$ cat config.mk
export PLATFORM = sky130hd
export DESIGN_NAME = neighbour_point_match
export DESIGN_NICKNAME = d
export VERILOG_FILES = /design/src/design/npm_pkg.sv /design/src/design/npm_ram.sv /design/src/design/neighbour_point_match.sv
export SDC_FILE = /design/constraint.sdc
export NUM_CORES = 1
export LEC_CHECK = 0
export BUFFER_PORTS_ARGS = -buffer_cell sky130_fd_sc_hd__buf_2
export CORE_MARGIN = 10
export CORE_UTILIZATION = 45
export DETAILED_ROUTE_END_ITERATION = 7
export GPL_TIMING_DRIVEN = 0
export PLACE_DENSITY_LB_ADDON = 0.2
export SETUP_SLACK_MARGIN = 0.2
export SLEW_MARGIN = 20
export SYNTH_ARGS = -nofsm -noshare
export SYNTH_HDL_FRONTEND = slang
export SYNTH_HIERARCHICAL = 1
export SYNTH_SLANG_ARGS = --single-unit
$ cat constraint.sdc
create_clock -name clk -period 5.2 [get_ports clk]
set_clock_uncertainty 0.1 [all_clocks]
set_input_delay 0.52 -clock clk [delete_from_list [all_inputs] [get_ports clk]]
set_output_delay 0.52 -clock clk [all_outputs]
set_load 0.01 [all_outputs]
$ cat src/design/npm_pkg.sv
// ----------------------------------------------------------------------------
// npm_pkg
// Shared field widths and operation/result codes for the neighbour point
// matcher.
// ----------------------------------------------------------------------------
package npm_pkg;

  localparam int FIELD_W = 12;
  localparam int OP_W    = 2;
  localparam int KIND_W  = 2;

  typedef logic [OP_W-1:0]   op_t;
  typedef logic [KIND_W-1:0] kind_t;

  localparam op_t OP_LOAD  = 2'd0;
  localparam op_t OP_PROBE = 2'd1;
  localparam op_t OP_FLUSH = 2'd2;

  localparam kind_t KIND_MATCH     = 2'd0;
  localparam kind_t KIND_UNMATCHED = 2'd1;
  localparam kind_t KIND_DONE      = 2'd2;

endpackage

$ cat src/design/npm_ram.sv
// ----------------------------------------------------------------------------
// npm_ram
// Generic single-write, single-read RAM with a registered read port.
// ----------------------------------------------------------------------------
module npm_ram #(
  parameter int WIDTH = 24,
  parameter int DEPTH = 32
) (
  input  logic                                  clk,
  input  logic                                  wr_en,
  input  logic [(DEPTH > 1 ? $clog2(DEPTH) : 1)-1:0] wr_addr,
  input  logic [WIDTH-1:0]                      wr_data,
  input  logic                                  rd_en,
  input  logic [(DEPTH > 1 ? $clog2(DEPTH) : 1)-1:0] rd_addr,
  output logic [WIDTH-1:0]                      rd_data
);

  logic [WIDTH-1:0] mem_r [DEPTH];
  logic [WIDTH-1:0] rd_data_r;

  always_ff @(posedge clk) begin
    if (wr_en) begin
      mem_r[wr_addr] <= wr_data;
    end
    if (rd_en) begin
      rd_data_r <= mem_r[rd_addr];
    end
  end

  assign rd_data = rd_data_r;

endmodule

$ cat src/design/neighbour_point_match.sv
// ----------------------------------------------------------------------------
// neighbour_point_match
// Matches detected points against a stored list of reference points within
// a 3x3 pixel neighbourhood, and reports unmatched references on flush.
// ----------------------------------------------------------------------------
// Sequence: a load transaction yields no result. A probe or a flush reads
// each stored entry in turn through the single RAM port and compares it
// once its read data returns, then drains the pending slot to the output
// register; a flush then also sends the done result. A hit that meets a
// stalled output holds the scan, and the final result waits for the output.
// No new transaction is taken until a probe or flush has finished.
// Throughput: one load per cycle while no probe or flush is in progress.
// Reset: synchronous, active low; clears the count, the matched flags, the
// overflow flag and all handshake state. The reference RAM is not cleared.
// ----------------------------------------------------------------------------
module neighbour_point_match import npm_pkg::*; #(
  parameter int REF_DEPTH  = 32,
  parameter int COORD_BITS = 12
) (
  input  logic               clk,
  input  logic               rst_n,
  input  logic               in_valid,
  output logic               in_ready,
  input  logic [OP_W-1:0]    in_opcode,
  input  logic [FIELD_W-1:0] in_x,
  input  logic [FIELD_W-1:0] in_y,
  output logic               out_valid,
  input  logic               out_ready,
  output logic [KIND_W-1:0]  out_kind,
  output logic [FIELD_W-1:0] out_ref_x,
  output logic [FIELD_W-1:0] out_ref_y,
  output logic [FIELD_W-1:0] out_det_x,
  output logic [FIELD_W-1:0] out_det_y,
  output logic               out_last,
  output logic               out_overflow
);

  localparam int IDX_W  = (REF_DEPTH > 1) ? $clog2(REF_DEPTH) : 1;
  localparam int CNT_W  = $clog2(REF_DEPTH + 1);
  localparam int PAIR_W = 2 * COORD_BITS;

  localparam logic [1:0] ST_IDLE = 2'd0;
  localparam logic [1:0] ST_SCAN = 2'd1;
  localparam logic [1:0] ST_FIN  = 2'd2;

  typedef logic [COORD_BITS-1:0] coord_t;

  // Coordinates differ by at most one, compared without wrap.
  function automatic logic near_axis(input coord_t a, input coord_t b);
    logic [COORD_BITS:0] ae;
    logic [COORD_BITS:0] be;
    ae = {1'b0, a};
    be = {1'b0, b};
    return (ae == be) || ((ae + 1'b1) == be) || ((be + 1'b1) == ae);
  endfunction

  function automatic logic [FIELD_W-1:0] to_field(input coord_t v);
    logic [FIELD_W+COORD_BITS-1:0] t;
    t = {{FIELD_W{1'b0}}, v};
    return t[FIELD_W-1:0];
  endfunction

  function automatic coord_t from_field(input logic [FIELD_W-1:0] v);
    logic [FIELD_W+COORD_BITS-1:0] t;
    t = {{COORD_BITS{1'b0}}, v};
    return t[COORD_BITS-1:0];
  endfunction

  // Control state
  logic [1:0]           state_r, state_nxt;
  logic [CNT_W-1:0]     cnt_r, cnt_nxt;
  logic                 ovf_r, ovf_nxt;
  logic [REF_DEPTH-1:0] flags_r, flags_nxt;
  logic [CNT_W-1:0]     iss_r, iss_nxt;
  logic                 eval_v_r, eval_v_nxt;
  logic                 pend_v_r, pend_v_nxt;
  logic                 out_v_r, out_v_nxt;

  // Payload state
  logic                 is_flush_r, is_flush_nxt;
  coord_t               px_r, px_nxt;
  coord_t               py_r, py_nxt;
  logic [IDX_W-1:0]     eval_idx_r, eval_idx_nxt;
  kind_t                pend_kind_r, pend_kind_nxt;
  coord_t               pend_rx_r, pend_rx_nxt;
  coord_t               pend_ry_r, pend_ry_nxt;
  coord_t               pend_dx_r, pend_dx_nxt;
  coord_t               pend_dy_r, pend_dy_nxt;
  logic                 pend_ovf_r, pend_ovf_nxt;
  kind_t                out_kind_r;
  logic [FIELD_W-1:0]   out_rx_r, out_ry_r, out_dx_r, out_dy_r;
  logic                 out_last_r, out_ovf_r;

  // RAM port
  logic                 wr_en;
  logic [IDX_W-1:0]     wr_addr;
  logic [PAIR_W-1:0]    wr_data;
  logic                 rd_en;
  logic [IDX_W-1:0]     rd_addr;
  logic [PAIR_W-1:0]    rd_data;

  coord_t               ref_c, ref_r, px_in, py_in;
  logic                 out_free, hit, stall, push, push_last;

  npm_ram #(
    .WIDTH (PAIR_W),
    .DEPTH (REF_DEPTH)
  ) u_ram (
    .clk     (clk),
    .wr_en   (wr_en),
    .wr_addr (wr_addr),
    .wr_data (wr_data),
    .rd_en   (rd_en),
    .rd_addr (rd_addr),
    .rd_data (rd_data)
  );

  assign ref_c    = rd_data[PAIR_W-1:COORD_BITS];
  assign ref_r    = rd_data[COORD_BITS-1:0];
  assign px_in    = from_field(in_x);
  assign py_in    = from_field(in_y);
  assign out_free = !out_v_r || out_ready;

  // The entry read last cycle is compared now: on a probe it hits when it is
  // a neighbour, on a flush when it was never matched.
  assign hit = eval_v_r && (is_flush_r ? !flags_r[eval_idx_r]
                                       : (near_axis(ref_c, px_r) && near_axis(ref_r, py_r)));
  // A hit needs the pending slot; when that slot has to drain into a busy
  // output register, hold the scan and re-read the same entry.
  assign stall = hit && pend_v_r && !out_free;

  assign in_ready = (state_r == ST_IDLE);

  always_comb begin
    state_nxt     = state_r;
    cnt_nxt       = cnt_r;
    ovf_nxt       = ovf_r;
    flags_nxt     = flags_r;
    iss_nxt       = iss_r;
    eval_v_nxt    = eval_v_r;
    eval_idx_nxt  = eval_idx_r;
    pend_v_nxt    = pend_v_r;
    is_flush_nxt  = is_flush_r;
    px_nxt        = px_r;
    py_nxt        = py_r;
    pend_kind_nxt = pend_kind_r;
    pend_rx_nxt   = pend_rx_r;
    pend_ry_nxt   = pend_ry_r;
    pend_dx_nxt   = pend_dx_r;
    pend_dy_nxt   = pend_dy_r;
    pend_ovf_nxt  = pend_ovf_r;
    wr_en         = 1'b0;
    wr_addr       = cnt_r[IDX_W-1:0];
    wr_data       = {px_in, py_in};
    rd_en         = 1'b0;
    rd_addr       = eval_idx_r;
    push          = 1'b0;
    push_last     = 1'b0;

    case (state_r)
      ST_IDLE: begin
        if (in_valid) begin
          case (in_opcode)
            OP_LOAD: begin
              // Append while there is room; otherwise drop and flag overflow.
              if (cnt_r < CNT_W'(REF_DEPTH)) begin
                wr_en                         = 1'b1;
                flags_nxt[cnt_r[IDX_W-1:0]]   = 1'b0;
                cnt_nxt                       = CNT_W'(cnt_r + 1'b1);
              end else begin
                ovf_nxt = 1'b1;
              end
            end
            OP_PROBE, OP_FLUSH: begin
              is_flush_nxt = (in_opcode == OP_FLUSH);
              px_nxt       = px_in;
              py_nxt       = py_in;
              iss_nxt      = '0;
              eval_v_nxt   = 1'b0;
              state_nxt    = ST_SCAN;
            end
            default: begin
            end
          endcase
        end
      end

      ST_SCAN: begin
        if (stall) begin
          rd_en   = 1'b1;
          rd_addr = eval_idx_r;
        end else begin
          if (hit) begin
            // Move the older hit out; it cannot be the last one.
            if (pend_v_r) begin
              push      = 1'b1;
              push_last = 1'b0;
            end
            pend_v_nxt    = 1'b1;
            pend_kind_nxt = is_flush_r ? KIND_UNMATCHED : KIND_MATCH;
            pend_rx_nxt   = ref_c;
            pend_ry_nxt   = ref_r;
            pend_dx_nxt   = is_flush_r ? '0 : px_r;
            pend_dy_nxt   = is_flush_r ? '0 : py_r;
            pend_ovf_nxt  = 1'b0;
            if (!is_flush_r) begin
              flags_nxt[eval_idx_r] = 1'b1;
            end
          end
          if (iss_r != cnt_r) begin
            rd_en        = 1'b1;
            rd_addr      = iss_r[IDX_W-1:0];
            eval_v_nxt   = 1'b1;
            eval_idx_nxt = iss_r[IDX_W-1:0];
            iss_nxt      = CNT_W'(iss_r + 1'b1);
          end else begin
            eval_v_nxt = 1'b0;
            state_nxt  = ST_FIN;
          end
        end
      end

      ST_FIN: begin
        if (pend_v_r) begin
          if (out_free) begin
            push      = 1'b1;
            push_last = !is_flush_r || (pend_kind_r == KIND_DONE);
            if (is_flush_r && (pend_kind_r != KIND_DONE)) begin
              pend_kind_nxt = KIND_DONE;
              pend_rx_nxt   = '0;
              pend_ry_nxt   = '0;
              pend_dx_nxt   = '0;
              pend_dy_nxt   = '0;
              pend_ovf_nxt  = ovf_r;
            end else begin
              pend_v_nxt = 1'b0;
              state_nxt  = ST_IDLE;
              if (is_flush_r) begin
                cnt_nxt   = '0;
                flags_nxt = '0;
                ovf_nxt   = 1'b0;
              end
            end
          end
        end else if (is_flush_r) begin
          // Empty or fully matched store: only the done result follows.
          pend_v_nxt    = 1'b1;
          pend_kind_nxt = KIND_DONE;
          pend_rx_nxt   = '0;
          pend_ry_nxt   = '0;
          pend_dx_nxt   = '0;
          pend_dy_nxt   = '0;
          pend_ovf_nxt  = ovf_r;
        end else begin
          state_nxt = ST_IDLE;
        end
      end

      default: begin
        state_nxt = ST_IDLE;
      end
    endcase

    // Output register: load on push, drop once taken.
    if (push) begin
      out_v_nxt = 1'b1;
    end else if (out_ready) begin
      out_v_nxt = 1'b0;
    end else begin
      out_v_nxt = out_v_r;
    end
  end

  always_ff @(posedge clk) begin
    if (!rst_n) begin
      state_r  <= ST_IDLE;
      cnt_r    <= '0;
      ovf_r    <= 1'b0;
      flags_r  <= '0;
      iss_r    <= '0;
      eval_v_r <= 1'b0;
      pend_v_r <= 1'b0;
      out_v_r  <= 1'b0;
    end else begin
      state_r  <= state_nxt;
      cnt_r    <= cnt_nxt;
      ovf_r    <= ovf_nxt;
      flags_r  <= flags_nxt;
      iss_r    <= iss_nxt;
      eval_v_r <= eval_v_nxt;
      pend_v_r <= pend_v_nxt;
      out_v_r  <= out_v_nxt;
    end
  end

  always_ff @(posedge clk) begin
    is_flush_r  <= is_flush_nxt;
    px_r        <= px_nxt;
    py_r        <= py_nxt;
    eval_idx_r  <= eval_idx_nxt;
    pend_kind_r <= pend_kind_nxt;
    pend_rx_r   <= pend_rx_nxt;
    pend_ry_r   <= pend_ry_nxt;
    pend_dx_r   <= pend_dx_nxt;
    pend_dy_r   <= pend_dy_nxt;
    pend_ovf_r  <= pend_ovf_nxt;
    if (push) begin
      out_kind_r <= pend_kind_r;
      out_rx_r   <= to_field(pend_rx_r);
      out_ry_r   <= to_field(pend_ry_r);
      out_dx_r   <= to_field(pend_dx_r);
      out_dy_r   <= to_field(pend_dy_r);
      out_last_r <= push_last;
      out_ovf_r  <= pend_ovf_r;
    end
  end

  assign out_valid    = out_v_r;
  assign out_kind     = out_kind_r;
  assign out_ref_x    = out_rx_r;
  assign out_ref_y    = out_ry_r;
  assign out_det_x    = out_dx_r;
  assign out_det_y    = out_dy_r;
  assign out_last     = out_last_r;
  assign out_overflow = out_ovf_r;

  // Input is taken only with no scan in flight and nothing pending.
  a_idle_clean: assert property (@(posedge clk) disable iff (!rst_n)
    in_ready |-> (!eval_v_r && !pend_v_r))
    else $error("input taken while scan state is live");

  // The reference count never passes the store depth.
  a_cnt_bound: assert property (@(posedge clk) disable iff (!rst_n)
    cnt_r <= CNT_W'(REF_DEPTH))
    else $error("reference count exceeds depth");

  // A new result never overwrites one still waiting at the output.
  a_no_overwrite: assert property (@(posedge clk) disable iff (!rst_n)
    push |-> (!out_v_r || out_ready))
    else $error("output register overwritten");

  // Sending the done result empties the store.
  a_flush_clears: assert property (@(posedge clk) disable iff (!rst_n)
    (state_r == ST_FIN && is_flush_r && pend_v_r && pend_kind_r == KIND_DONE && out_free)
    |=> (cnt_r == '0 && !ovf_r && flags_r == '0))
    else $error("flush did not clear the store");

  // A done result always closes its transaction.
  a_done_last: assert property (@(posedge clk) disable iff (!rst_n)
    (out_v_r && out_kind_r == KIND_DONE) |-> out_last_r)
    else $error("done result without last");

endmodule
==> load_flow_metrics.sql, run 1 <==
INSERT INTO impl_metrics (metric_group, metric, value, unit) VALUES
('clocking', 'clock-root-buffer', 'clkbuf_16', ''),
('clocking', 'clock_slew_at_the_register_clock_pins_of_the_worst_setup_and_hold_paths', '0.06', 'ns'),
('synthesis', 'seq_area_frac_synth', '0.718', ''),
('sta', 'timing.final.setup_violations', '0', ''),
('clocking', 'cts.path.max_buffers', '3', ''),
('global_routing', 'grt_first_pass_wirelength', '148000', 'um'),
('detailed_routing', 'route.detailed.wl_per_inst', '24.7', 'um'),
('global_routing', 'grt_use_total', '0.192', ''),
('synthesis', 'yosys.area_share.xor_xnor', '0.0125', ''),
('floorplanning', 'placeableCoreArea', '0.0882', 'sq mm'),
('worst_setup_path', 'crit_arrival', '5.13', 'ns'),
('synthesis', 'post_synth_main_area_contributors', 'edfxtp_1 69%, mux2i_1 9.7%, dfxtp_1 2.8%', ''),
('detailed_routing', 'post_drt_via_cell_ratio', '5.76', ''),
('clocking', 'post_cts_hold_buffer_count', '0', ''),
('detailed_routing', 'route.final.wire_length', '99600', 'um'),
('sta', 'min_period_over_period', '0.935', ''),
('power_and_ir_drop', 'leakagePower', '14.7', 'nW'),
('synthesis', 'synth.distinct_cells', '69', ''),
('layout', 'most-common-layout-cells', '920 x edfxtp_1, 383 x mux2i_1, 128 x nand2_1', ''),
('synthesis', 'synth_simple_gate_area_share', '0.0727', ''),
('worst_setup_path', 'path_class', 'reg2reg', ''),
('status', 'status', 'finished clean', ''),
('power_and_ir_drop', 'power_frac_clock', '0.358', ''),
('worst_setup_path', 'worstSetupStartpointType', 'flip-flop', ''),
('power_and_ir_drop', 'peakVddDrop', '0.318', 'mV'),
('sta', 'finalWorstPathRequiredPeriod', '4.86', 'ns'),
('detailed_routing', 'detailroute.via_count', '23200', ''),
('layout', 'fin_cells', '4031', ''),
('synthesis', 'synthesis.instances', '2545', ''),
('synthesis', 'postSynthRegisterBits', '975', ''),
('layout', 'most_common_library_cell_in_the_layout_ignoring_fill_and_taps', 'edfxtp_1', ''),
('min_path', 'worstHoldPathType', 'in2reg', ''),
('detailed_routing', 'post-route-drc-count', '0', ''),
('synthesis', 'synth_area_in_adders', '0.00438', ''),
('synthesis', 'synth_compound_area_frac', '0.0651', ''),
('worst_setup_path', 'crit_path_end_kind', 'flip-flop', ''),
('sta', 'tightest_slew', '1.12', 'ns'),
('power_and_ir_drop', 'power.internal', '0.0144', 'W'),
('worst_setup_path', 'crit_path_max_fanout', '10', ''),
('global_routing', 'grt_max_degree', '38', ''),
('worst_setup_path', 'critPathRequiredTime', '5.47', 'ns'),
('clocking', 'clock_tree_from_tritoncts', 'yes', ''),
('placement', 'io_buffer_count', '83', ''),
('global_routing', 'grt_antenna_before_repair', '2', ''),
('synthesis', 'asyncSetResetFlopFracSynth', '0', ''),
('synthesis', 'ys_warn_count', '6', ''),
('floorplanning', 'top_level_ports', '84', ''),
('synthesis', 'synth_top_family_by_area', 'multiplexers', ''),
('layout', 'n_fill_cell', '7032', ''),
('synthesis', 'synthesis.nets', '2589', ''),
('sta', 'finalMaxSlewViolations', '0', ''),
('power_and_ir_drop', 'power_per_cell_area', '417', 'mW/mm^2'),
('run', 'drv.max_cap_violation_count', '0', ''),
('layout', 'post_route_cells_drive_above_1_share', '0.188', ''),
('detailed_routing', 'drt.antenna.violating_nets', '0', ''),
('synthesis', 'synth-main-ff-cell', 'edfxtp_1', ''),
('min_path', 'hp-start', 'in_opcode[1]', ''),
('sta', 'totalNegativeSetupSlack', '0', 'ns'),
('floorplanning', 'die_height', '318', 'um'),
('clocking', 'cts_sinks', '975', ''),
('clocking', 'clock_latency', '0.67', 'ns'),
('placement', 'placed_cells_incl_taps', '3830', ''),
('detailed_routing', 'router_iterations_before_antenna_repair', '5', ''),
('floorplanning', 'die_width', '318', 'um'),
('power_and_ir_drop', 'power_frac_comb', '0.172', ''),
('worst_setup_path', 'ff2ff_setup_slack', '0.34', 'ns'),
('clocking', 'cts-buffers-inserted', '102', ''),
('sta', 'postLayoutSetupSlackWorst', '0.340', 'ns'),
('power_and_ir_drop', 'power_switching_share', '0.270', ''),
('layout', 'fin_nets', '2833', ''),
('placement', 'post-place-ws', '-1.08', 'ns');
-- layer usage --
metal,vias to the layer above,global-route usage,share of wire
met5,-,0,0.00013
met4,2,0.0525,0.022
met3,155,0.0329,0.057
met2,753,0.325,0.50
met1,11800,0.252,0.42
li1,10500,-,-
-- power by group through the flow --
stage | Combinational [W] | Clock [W] | Sequential, W
6_report | 0.00341 | 0.00708 | 0.00928
5_1_grt | 0.00364 | 0.00754 | 0.00932
4_1_cts | 0.00322 | 0.00722 | 0.00929
3_5_place_dp | 0.00303 | 0 | 0.00946
3_3_place_gp | 0.00282 | 0 | 0.00948
2_1_floorplan | 0.00176 | 0 | 0.00942
-- synthesized netlist by cell type (all sizes together) (3+ instances only) --
| cell type | number |
|---|---|
| o211ai | 11 |
| o2111ai | 4 |
| nand2b | 20 |
| or2 | 4 |
| mux2 | 4 |
| nand4 | 15 |
| a31o | 3 |
| and2 | 27 |
| nor4 | 43 |
| nand2 | 128 |
| ha | 14 |
| nand4b | 3 |
| edfxtp | 920 |
| a21o | 3 |
| and4 | 3 |
| buf | 84 |
| a22o | 49 |
| xor2 | 25 |
| a22oi | 73 |
| a211oi | 5 |
| mux2i | 387 |
| and3 | 27 |
| clkbuf | 72 |
| o31ai | 6 |
| or3 | 6 |
| nor2 | 66 |
| a21oi | 102 |
| nand3b | 9 |
| nor3 | 45 |
| o221a | 32 |
| nor2b | 44 |
| mux4 | 8 |
| xnor2 | 32 |
| dfxtp | 55 |
| o21ai | 12 |
| or3b | 4 |
| o21a | 4 |
| a31oi | 36 |
| nand3 | 112 |
| inv | 22 |
-- worst paths after layout --
kind / to / depth (start not counted)
worst min register to register: out_ref_y[10] / 0
worst min-delay path: is_flush_r / 2
worst max register to register: u_ram/rd_data[23] / 18
worst max-delay path: u_ram/rd_data[23] / 18
-- worst max-delay path: stages (launching register included) --
cell and delay [ns]:
dfxtp_2 0.42, buf_6 0.21, mux4_2 0.52, a32oi_1 0.33
o221ai_1 0.20, o21ai_1 0.22, o211a_1 0.19, buf_6 0.14
a31oi_2 0.12, and2_1 0.21, buf_6 0.14, mux2_4 0.29
nor2b_1 0.14, buf_2 0.23, clkbuf_2 0.32, a22o_1 0.20
nor3_2 0.08, a31oi_2 0.29, nand3_2 0.18
-- timing repair --
action / in CTS / in global routing
gates resized for setup: 111 / 130
pin swaps: 7 / 13
endpoints found under the setup margin: 24 / 24
endpoints found under the hold margin: 0 / 0
buffers inserted: 13 / 7
-- metrics by stage --
stage          hold WS, ns  cell area [sq um]
2_1_floorplan        0.300              40000
5_1_grt              0.101              47400
6_report             0.105              47400
3_5_place_dp         0.305              43000
4_1_cts             0.0702              46800
3_3_place_gp         0.301              41900
-- flip-flops by register name, indices dropped and copies added, names as in the netlist, 12 cells and up --
| signal | cells |
|---|---|
| u_ram/rd_data | 24 |
| px_r | 12 |
| pend_dx_r | 12 |
| out_det_x | 12 |
| flags_r | 32 |
| out_det_y | 12 |
| pend_dy_r | 12 |
| u_ram/mem_r | 768 |
| pend_ry_r | 12 |
| pend_rx_r | 12 |
| py_r | 12 |
| out_ref_x | 12 |
| out_ref_y | 12 |
-- area by class of cell --
cell class	instances	area, sq um	share of cell area
clock inverters	56	591	0.0125
plain buffers	156	1180	0.0250
multi-input cells	1392	11200	0.236
clock buffers	123	2650	0.0560
flip-flops and latches	975	28700	0.607
diodes	2	5.00	0.000106
repair buffers	140	1480	0.0313
well taps	1165	1460	0.0308
inverters	22	82.6	0.00174
-- cell families after synthesis --
group / after synthesis
adder cells (fa/ha/maj): 14
multiplexers: 399
XOR/XNOR: 57
flip-flops: 975
AND/OR/NAND/NOR: 564
buffers and inverters: 178
AO/OA/AOI/OAI: 358
(Power assumes the default switching activity.)
==> run 2, diff against run 1 <==
==> constraint.sdc (replaced) <==
create_clock -name clk -period 5.98 [get_ports clk]
set_clock_uncertainty 0.1 [all_clocks]
set_input_delay 0.598 -clock clk [delete_from_list [all_inputs] [get_ports clk]]
set_output_delay 0.598 -clock clk [all_outputs]
set_load 0.01 [all_outputs]
==> load_flow_metrics.sql, run 2 (same netlist as run 1, synthesis figures left out) <==
INSERT INTO impl_metrics (metric_group, metric, value, unit) VALUES
('power_and_ir_drop', 'peakVddDrop', '0.284', 'mV'),
('global_routing', 'groute.layer.met2.usage', '0.323', ''),
('placement', 'dp.final_hpwl', '67400', 'um'),
('clocking', 'cts.path.max_buffers', '3', ''),
('detailed_routing', 'detailroute.via_count', '23100', ''),
('sta', 'maxClockFrequency', '0.183', 'GHz'),
('clocking', 'cts.htree.levels', '3', ''),
('floorplanning', 'die_width', '318', 'um'),
('global_routing', 'grt_use_total', '0.192', ''),
('global_routing', 'grt_antenna_before_repair', '3', ''),
('floorplanning', 'die_area', '0.101', 'sq mm'),
('clocking', 'cts_sinks', '975', ''),
('detailed_routing', 'initialDrtViolationCount', '2091', ''),
('detailed_routing', 'route.detailed.wl_per_inst', '24.9', 'um'),
('global_routing', 'number_of_global_route_vias_before_repair', '23000', ''),
('sta', 'finalWorstPathRequiredPeriod', '5.48', 'ns'),
('worst_setup_path', 'worst_path_most_repeated_cell', 'a31oi_1', ''),
('layout', 'largest_register_ffs', '768', ''),
('power_and_ir_drop', 'power_switching_share', '0.270', ''),
('global_routing', 'grt_util_met1', '0.247', ''),
('detailed_routing', 'post_drt_via_cell_ratio', '5.74', ''),
('layout', 'fin_nets', '2812', ''),
('clocking', 'clock_latency', '0.69', 'ns'),
('worst_setup_path', 'critPathRequiredTime', '6.25', 'ns'),
('clocking', 'post_cts_hold_buffer_count', '0', ''),
('sta', 'unrepaired_setup_endpoints_after_global_routing', 'false', ''),
('global_routing', 'gr-max-usage-layer', 'met2', ''),
('worst_setup_path', 'path_class', 'reg2reg', ''),
('worst_setup_path', 'crit_family', 'simple AND/OR/NAND/NOR gates', ''),
('placement', 'placement.cell_area', '0.0430', 'sq mm'),
('min_path', 'hp-start', 'in_opcode[1]', ''),
('layout', 'largest_register', 'u_ram/mem_r', ''),
('worst_setup_path', 'crit_arrival', '5.74', 'ns'),
('clocking', 'cts-buffers-inserted', '101', ''),
('power_and_ir_drop', 'design_power_total', '0.0170', 'W'),
('run', 'drv.max_cap_violation_count', '0', ''),
('floorplanning', 'start_util', '0.453', ''),
('min_path', 'holdPathEnd', 'is_flush_r', ''),
('sta', 'post_route_hold_slack', '0.182', 'ns'),
('detailed_routing', 'route.final.wire_length', '99900', 'um'),
('detailed_routing', 'post-route-drc-count', '0', ''),
('global_routing', 'grt_max_degree', '38', ''),
('layout', 'p_r_area_growth_vs_syn', '16.2', '%'),
('detailed_routing', 'drt.antenna.violating_nets', '0', ''),
('placement', 'io_buffer_count', '83', ''),
('worst_setup_path', 'timing.critical_path.buf_inv', '3', ''),
('placement', 'post-place-ws', '-0.311', 'ns'),
('detailed_routing', 'router_iterations_before_antenna_repair', '5', ''),
('worst_setup_path', 'start_of_the_worst_register_to_register_path', 'u_ram/rd_data[13]', ''),
('worst_setup_path', 'worstSetupStartpointType', 'flip-flop', ''),
('layout', 'most-common-layout-cells', '920 x edfxtp_1, 386 x mux2i_1, 128 x nand2_1', ''),
('power_and_ir_drop', 'power_frac_clock', '0.366', ''),
('worst_setup_path', 'rr_worst_depth', '17', ''),
('floorplanning', 'die_height', '318', 'um'),
('global_routing', 'grt_first_pass_wirelength', '147000', 'um'),
('sta', 'min_period_over_period', '0.916', ''),
('worst_setup_path', 'ff2ff_setup_slack', '0.50', 'ns'),
('floorplanning', 'placeableCoreArea', '0.0882', 'sq mm'),
('placement', 'gpl.final_weighted_congestion', '0.852', ''),
('sta', 'postLayoutSetupSlackWorst', '0.501', 'ns'),
('worst_setup_path', 'cp_slowest_cell', 'clkbuf_1', ''),
('power_and_ir_drop', 'switchingPower', '0.00458', 'W'),
('status', 'status', 'finished clean', ''),
('power_and_ir_drop', 'power_per_cell_area', '366', 'mW/mm^2'),
('clocking', 'clock_slew_at_the_register_clock_pins_of_the_worst_setup_and_hold_paths', '0.06', 'ns'),
('power_and_ir_drop', 'power_frac_comb', '0.158', ''),
('worst_setup_path', 'timing.rr.end', 'u_ram/rd_data[22]', ''),
('min_path', 'min_path_cells', '2', ''),
('global_routing', 'grtUsageMet3', '0.0364', ''),
('min_path', 'worstHoldPathType', 'in2reg', ''),
('layout', 'finalInstanceArea', '0.0465', 'sq mm'),
('layout', 'n_fill_cell', '7110', ''),
('global_routing', 'grt_overflow_total', '0', ''),
('sta', 'timing.final.setup_violations', '0', ''),
('sta', 'tightest_slew', '1.14', 'ns'),
('power_and_ir_drop', 'share_seq_of_total_power', '0.476', ''),
('power_and_ir_drop', 'leakagePower', '14.4', 'nW'),
('power_and_ir_drop', 'power.internal', '0.0124', 'W'),
('layout', 'post_route_cells_drive_above_1_share', '0.153', ''),
('worst_setup_path', 'crit_path_max_fanout', '10', ''),
('sta', 'finalHoldViolations', '0', ''),
('layout', 'antennaDiodeCount', '0', ''),
('sta', 'finalMaxSlewViolations', '0', ''),
('worst_setup_path', 'cp_slowest_stage_delay', '0.52', 'ns'),
('layout', 'most_common_library_cell_in_the_layout_ignoring_fill_and_taps', 'edfxtp_1', ''),
('sta', 'relative_max_transition_margin', '0.238', ''),
('clocking', 'clock-root-buffer', 'clkbuf_16', ''),
('floorplanning', 'top_level_ports', '84', ''),
('worst_setup_path', 'critical_path.cell_chain', 'ha_1, nand2_1, nor2_1, xnor2_1, or4_1, or3_4, o211ai_4, a31oi_1, and2_1, buf_6, mux2_4, nor2b_1, buf_2, clkbuf_1, a22oi_1, a31oi_1, nand3_1', ''),
('clocking', 'clock_tree_from_tritoncts', 'yes', ''),
('floorplanning', 'std_cell_rows', '109', ''),
('worst_setup_path', 'crit_path_end_kind', 'flip-flop', '');
-- run 2: changes by cell type in the layout (fill, tap and decap cells not counted), moves of 13 or more --
cell      previous run  this run
nand3_2             18         0
buf_2               98       116
clkbuf_1            58        79
nand3_1             94       112
a31oi_1             10        26
buf_4               34        19
nor3_1              20        45
nor3_2              13         0
clkbuf_4            21         4
-- run 2: per-stage QoR --
step / cells / setup TNS (ns) / utilization
2_1_floorplan: 2545 / 0 / -
6_report: 4019 / 0 / 0.526
3_5_place_dp: 3827 / -2.57 / 0.487
5_1_grt: 4019 / 0 / 0.526
3_3_place_gp: 3793 / -54.21 / 0.474
4_1_cts: 4016 / 0 / 0.526
-- run 2: routing by layer --
metal  up-vias  share of wire
met1     11700           0.42
met4         0          0.029
li1      10400              -
met3       172          0.059
met5         -              0
met2       766           0.49
-- run 2: power groups by stage --
stage	combinational, W	sequential, W	clock, W
6_report	0.00268	0.00808	0.00621
2_1_floorplan	0.00153	0.00820	0
3_5_place_dp	0.00261	0.00823	0
3_3_place_gp	0.00243	0.00826	0
4_1_cts	0.00264	0.00809	0.00635
5_1_grt	0.00287	0.00811	0.00662
-- run 2: area by class of cell --
| class | count | area (sq um) | area share |
|---|---|---|---|
| plain buffers | 156 | 922 | 0.0199 |
| clock buffers | 131 | 2670 | 0.0575 |
| clock inverters | 58 | 637 | 0.0137 |
| inverters | 22 | 82.6 | 0.00178 |
| multi-input cells | 1392 | 10600 | 0.229 |
| flip-flops and latches | 975 | 28700 | 0.618 |
| well taps | 1165 | 1460 | 0.0314 |
| repair buffers | 120 | 1310 | 0.0283 |
-- run 2: worst register-to-register path: cells and delay by family (launching register included) --
| family | cells | cell delay (ns) |
|---|---|---|
| and+or+nand+nor | 7 | 1.71 |
| buffers and inverters | 3 | 0.89 |
| muxes | 1 | 0.28 |
| AOI/OAI and AO/OA | 4 | 1.29 |
| DFF | 1 | 0.50 |
| xor gates and xnor gates | 1 | 0.06 |
| adders and majority gates | 1 | 0.33 |
-- run 2: worst max path at each step --
| stage | depth (start not counted) | to | slack (ns) | start |
|---|---|---|---|---|
| 2_1_floorplan | 13 | pend_dx_r[0] | 0.39 | py_r[3] |
| 3_3_place_gp | 13 | pend_rx_r[6] | -1.04 | py_r[1] |
| 3_5_place_dp | 20 | u_ram/rd_data[13] | -0.31 | py_r[1] |
| 4_1_cts | 19 | u_ram/rd_data[12] | 0.22 | py_r[1] |
| 5_1_grt | 18 | u_ram/rd_data[22] | 0.21 | u_ram/rd_data[13] |
| 6_report | 17 | u_ram/rd_data[22] | 0.50 | u_ram/rd_data[13] |
-- run 2: what timing repair did --
action,CTS,global route
resized for setup,17,34
buffers inserted,0,3
setup endpoints to repair,24,24
